[src/design/acm_pkg.sv]
`timescale 1ns / 1ps
// Shared constants of the accumulator machine core: widths, command codes,
// status codes and opcodes. No dependencies.
package acm_pkg;

   localparam int WORD_W            = 32;
   localparam int ADDR_W            = 12;
   localparam int PC_W              = 13;
   localparam int LIMIT_W           = 31;
   localparam int MEM_WORDS_DEFAULT = 1024;

   localparam logic [LIMIT_W-1:0] LIMIT_RESET = 31'd65533;

   // Commands carried by an input transfer.
   localparam logic [1:0] CMD_WRITE   = 2'd0;
   localparam logic [1:0] CMD_EXECUTE = 2'd1;
   localparam logic [1:0] CMD_RESTART = 2'd2;

   // Status codes of a result.
   localparam logic [2:0] ST_OK       = 3'd0;
   localparam logic [2:0] ST_OUTPUT   = 3'd1;
   localparam logic [2:0] ST_NEWLINE  = 3'd2;
   localparam logic [2:0] ST_HALTED   = 3'd3;
   localparam logic [2:0] ST_OVERFLOW = 3'd4;
   localparam logic [2:0] ST_DIVZERO  = 3'd5;
   localparam logic [2:0] ST_BADADDR  = 3'd6;
   localparam logic [2:0] ST_STOPPED  = 3'd7;

   // Opcodes (upper part of an instruction word).
   localparam logic [7:0] OP_NONE   = 8'h00;
   localparam logic [7:0] OP_READ   = 8'h10;
   localparam logic [7:0] OP_WRITE  = 8'h11;
   localparam logic [7:0] OP_LOAD   = 8'h20;
   localparam logic [7:0] OP_STORE  = 8'h21;
   localparam logic [7:0] OP_ADD    = 8'h30;
   localparam logic [7:0] OP_SUB    = 8'h31;
   localparam logic [7:0] OP_DIV    = 8'h32;
   localparam logic [7:0] OP_MUL    = 8'h33;
   localparam logic [7:0] OP_MOD    = 8'h34;
   localparam logic [7:0] OP_POW    = 8'h35;
   localparam logic [7:0] OP_BR     = 8'h40;
   localparam logic [7:0] OP_BRNEG  = 8'h41;
   localparam logic [7:0] OP_BRZERO = 8'h42;
   localparam logic [7:0] OP_HALT   = 8'h43;
   localparam logic [7:0] OP_NEWLN  = 8'h50;

endpackage

[src/design/acm_divider.sv]
`timescale 1ns / 1ps
// Iterative signed divider, one quotient bit per cycle, truncating toward zero.
// Depends on acm_pkg for the word width.
module acm_divider import acm_pkg::*; (
   input  logic                     clock,
   input  logic                     reset,
   input  logic                     start,
   input  logic signed [WORD_W-1:0] dividend,
   input  logic signed [WORD_W-1:0] divisor,
   output logic                     done,
   output logic signed [WORD_W:0]   quotient,
   output logic signed [WORD_W-1:0] remainder
);

   localparam int CNT_W = $clog2(WORD_W);

   logic              busy_ff, busy_in;
   logic              done_ff, done_in;
   logic [CNT_W-1:0]  cnt_ff, cnt_in;
   logic [WORD_W:0]   rem_ff, rem_in;
   logic [WORD_W-1:0] quo_ff, quo_in;
   logic [WORD_W-1:0] dvs_ff, dvs_in;
   logic              qneg_ff, qneg_in;
   logic              rneg_ff, rneg_in;
   logic [WORD_W:0]   shifted;
   logic [WORD_W+1:0] trial;

   // One restoring step per cycle on the magnitudes.
   always_comb begin
      busy_in = busy_ff;
      done_in = 1'b0;
      cnt_in  = cnt_ff;
      rem_in  = rem_ff;
      quo_in  = quo_ff;
      dvs_in  = dvs_ff;
      qneg_in = qneg_ff;
      rneg_in = rneg_ff;
      shifted = {rem_ff[WORD_W-1:0], quo_ff[WORD_W-1]};
      trial   = {1'b0, shifted} - {2'b00, dvs_ff};
      if (start) begin
         busy_in = 1'b1;
         cnt_in  = '0;
         rem_in  = '0;
         quo_in  = dividend[WORD_W-1] ? WORD_W'(-dividend) : WORD_W'(dividend);
         dvs_in  = divisor[WORD_W-1] ? WORD_W'(-divisor) : WORD_W'(divisor);
         qneg_in = dividend[WORD_W-1] ^ divisor[WORD_W-1];
         rneg_in = dividend[WORD_W-1];
      end else if (busy_ff) begin
         if (!trial[WORD_W+1]) begin
            rem_in = trial[WORD_W:0];
            quo_in = {quo_ff[WORD_W-2:0], 1'b1};
         end else begin
            rem_in = shifted;
            quo_in = {quo_ff[WORD_W-2:0], 1'b0};
         end
         cnt_in = cnt_ff + 1'b1;
         if (cnt_ff == CNT_W'(WORD_W-1)) begin
            busy_in = 1'b0;
            done_in = 1'b1;
         end
      end
   end

   always_ff @(posedge clock) begin
      if (reset) begin
         busy_ff <= 1'b0;
         done_ff <= 1'b0;
      end else begin
         busy_ff <= busy_in;
         done_ff <= done_in;
      end
      cnt_ff  <= cnt_in;
      rem_ff  <= rem_in;
      quo_ff  <= quo_in;
      dvs_ff  <= dvs_in;
      qneg_ff <= qneg_in;
      rneg_ff <= rneg_in;
   end

   // Sign correction: the remainder follows the dividend.
   assign done      = done_ff;
   assign quotient  = qneg_ff ? -$signed({1'b0, quo_ff}) : $signed({1'b0, quo_ff});
   assign remainder = rneg_ff ? -$signed(rem_ff[WORD_W-1:0]) : $signed(rem_ff[WORD_W-1:0]);

endmodule
[config.mk]
export PLATFORM = sky130hd
export DESIGN_NAME = acm_divider
export DESIGN_NICKNAME = d
export VERILOG_FILES = /design/src/design/acm_pkg.sv /design/src/design/acm_divider.sv
export SDC_FILE = /design/constraint.sdc
export NUM_CORES = 1
export LEC_CHECK = 0
export BUFFER_PORTS_ARGS = -buffer_cell sky130_fd_sc_hd__buf_2
export CAP_MARGIN = 25
export CORE_MARGIN = 2
export CORE_UTILIZATION = 46
export DETAILED_ROUTE_END_ITERATION = 8
export PLACE_DENSITY = 0.77
export SLEW_MARGIN = 10
export SYNTH_ARGS = -nofsm -noshare
export SYNTH_HDL_FRONTEND = slang
export SYNTH_SLANG_ARGS = --single-unit
export TNS_END_PERCENT = 1
[constraint.sdc]
create_clock -name clock -period 5 [get_ports clock]
set_input_delay 0.25 -clock clock [delete_from_list [all_inputs] [get_ports clock]]
set_output_delay 0.25 -clock clock [all_outputs]
set_load 0.02 [all_outputs]
==> summary.md <==
| Metric | Value |
|---|---|
| Nets | `between 1k and 1.5k` |
| Leakage | `0.003688 µW` |
| GPL Wtd Cong | `0.8879` |
| Die Ht | `137.9 µm` |
| R2r endpoint | `rem_ff[26]` |
| Skew-Pair Late Insertion Delay | `0.37 ns` |
| Vias | `7,597` |
| Critical path startpoint category | `flip-flop` |
| Setup_tns | `0 ns` |
| Crit path launch | `quo_ff[4]` |
| Maximum vdd drop | `0.0001773 V` |
| DP Area | `0.009061 mm²` |
| Max Cap Violations | `0` |
| CTS root buf | `clkbuf_16` |
| Vias/cell | `5.764` |
| R2R Path Start | `quo_ff[31]` |
| Core footprint | `0.01742 mm²` |
| R2r setup slk | `between 1 and 1.5 ns` |
| RSZ-0062 raised after global routing | `false` |
| Fill count | `between 1.5k and 2k` |
| Final setup vio count | `0` |
| GRT overflow | `0` |
| Register area share after synthesis | `33.49%` |
| PwrDens | `310.5 mW/mm²` |
| Area leader, netlist | `edfxtp_1` |
| Antenna violations before repair | `0` |
| Die ar. | `0.01902 mm²` |
| Clock Power Share | `a little over a quarter` |
| Synth area leaders | `edfxtp_1, xnor2_1, dfxtp_1, ha_1, nor2_1` |
| Critical Path End | `quotient[30]` |
| DRT antenna net count | `0` |
| Hold WC Path Type | `in2reg` |
| Synth Register Bits | `105` |
| Setup bufs post-CTS | `0` |
| Post-route DRC violation count | `0` |
| CTS tree | `yes` |
| Yosys Warn Count | `0` |
| Critical Path AT | `3.49 ns` |
| Most frequent cell after synthesis | `nor2_1` |
| CP endpoint kind | `output port` |
| Avg Inst Size Synth | `8.375 µm²` |
| Largest net degree at the start of global routing | `77` |
| Antenna cells | `0` |
| Seq pwr share | `38.1%` |
| Synth-to-Final Area Change | `13.64%` |
| Syn_nets | `1,091` |
| Synth cell types | `59` |
| Hold-fix buffers at CTS | `0` |
| Initial DRC count | `roughly 520` |
| Status | `finished, final reports clean` |
| Max Buffers Root-to-Sink | `2` |
| Vias in the first global route | `6,964` |
| Switching power share of the total | `37.76%` |
| Initial DRT Pass Iterations | `5` |
| Fmax achieved | `0.2677 GHz` |
| R2R cell count | `13` |
| Pins Over Slew Limit | `0` |
| Post-detailed-route wirelength per cell | `approximately 16 µm` |
| Post-DP HPWL | `15,890 µm` |
| Critical Path RT | `4.75 ns` |
| Crit path kind | `reg2out` |
| IO Count | `133` |
| Int Pwr | `about 1800 µW` |
| Actual slew at the worst max-slew pin | `0.9903 ns` |
| Share of cells above drive strength 1 | `15.28%` |
| Worst-path clk slew | `0.08 ns` |
| CTS sink count | `105` |
| Worst-path fanout max | `5` |
| Final instance area | `0.009374 mm²` |
| Flip-flop and latch area | `0.002764 mm²` |
| Fin crit share | `74.71%` |
| All-Layer GR Usage | `22.22%` |
| CTS buffer count | `9` |
| Clock H-tree levels | `3` |
| Rel. slew slack | `33.98%` |
| Ys flop type | `edfxtp_1` |
| First-pass GRT wire length | `33,400 µm` |
| Die X | `137.9 µm` |
| Initial core utilization | `between 40% and 50%` |
| # rows | `48` |
| Combinational fraction of design power | `approximately 36%` |
| Post-synth EDFFs | `66` |
| Tmin final | `3.736 ns` |
| Post-synth top cells | `nor2_1, nand2_1, xnor2_1` |
| Worst Skew | `between 0.009 and 0.01 ns` |
| Asr flop ratio synth | `0%` |
| Syn Std Cell Area | `0.008249 mm²` |
| Count of input and output buffers | `132` |
| WL final | `21,120 µm` |
| Area occupied by multi-input gates | `0.005109 mm²` |
| Top cell type's share of synthesized area | `24.03%` |
| Syn Inst Count | `slightly below 1k` |
| P_sw | `1099 µW` |
| # resized after CTS | `0` |
| Final Hold Fails | `0` |
[sequential cells by signal, summed over array words and instances, names as in the netlist]
name / flops
dvs_ff: 32
quo_ff: 32
rem_ff: 32
cnt_ff: 5
busy_ff: 1
done: 1
qneg_ff: 1
rneg_ff: 1
[cells in the final DEF, fill, tap and decap left out, types with 17 or more instances in the layout]
cell / n
o31ai_1: 32
buf_2: 131
dfxtp_1: 38
nor2_1: 109
a311oi_1: 23
ha_1: 38
a21oi_1: 67
xor2_1: 45
edfxtp_1: 66
inv_1: 55
nand2_1: 105
o21ai_0: 69
nor3_1: 17
xnor2_1: 100
or4_1: 19
[worst min-delay path by stage]
| stage | start | end | slack (ns) | cells after the start |
|---|---|---|---|---|
| 5_1_grt | reset | busy_ff | 0.06 | 2 |
| 6_report | reset | busy_ff | 0.06 | 2 |
| 2_1_floorplan | reset | busy_ff | 0.32 | 1 |
| 3_3_place_gp | reset | busy_ff | 0.45 | 2 |
| 4_1_cts | reset | busy_ff | 0.05 | 2 |
| 3_5_place_dp | reset | busy_ff | 0.44 | 2 |
[per-layer routing]
metal  GRT usage (%)  routed length [µm]
met1           28.75                9379
met2           36.44                9739
met3           3.070                1243
met4           11.05                 757
met5               0                   0
[power by group through the flow]
stage / combinational [µW] / clock (µW) / sequential, µW
after CTS: 1040 / 767 / 1110
after floorplan: 748 / 0 / 1090
after global placement: 1020 / 0 / 1120
final: 1040 / 760 / 1110
after global routing: 1150 / 800 / 1120
after detailed placement: 1030 / 0 / 1130
[area by class of cell]
type | instances | area share [%]
Multi-Input combinational cell | 780 | 54.50
Sequential cell | 105 | 29.48
Inverter | 55 | 2.202
Timing Repair Buffer | 137 | 7.475
Clock buffer | 11 | 2.816
Clock inverter | 5 | 0.5206
Tap cell | 225 | 3.003
[critical path, cell delays in order, from the launching register on]
cell	delay (ns)
edfxtp_1	0.46
or3_1	0.40
or3_1	0.34
nor2_1	0.23
nand3_1	0.22
or4_1	0.54
or2_2	0.35
o41ai_2	0.24
xnor2_1	0.15
buf_2	0.18
[logic make-up (layout without fill, tap and decap cells)]
logic type	count (synthesis)	count (layout)	synth area share, %
multiplexers	6	6	0.7281
XOR/XNOR	145	145	15.40
AO/OA/AOI/OAI	269	269	21.54
buffers and inverters	100	208	4.656
AND/OR/NAND/NOR	321	321	18.19
adder cells (fa/ha/maj)	39	39	6.006
flip-flops	105	105	33.49
[through the flow]
step	cells	setup slack (ns)	utilization (%)	hold slack [ns]	power (µW)
final	1318	1.264	53.82	0.05939	2911
after global routing	1318	1.091	53.82	0.05715	3067
after CTS	1318	1.265	53.82	0.05044	2913
after detailed placement	1302	1.553	52.03	0.4377	2159
after global placement	1302	1.590	52.03	0.4474	2140
after floorplan	985	2.030	-	0.3224	1843
(Power assumes the default switching activity.)
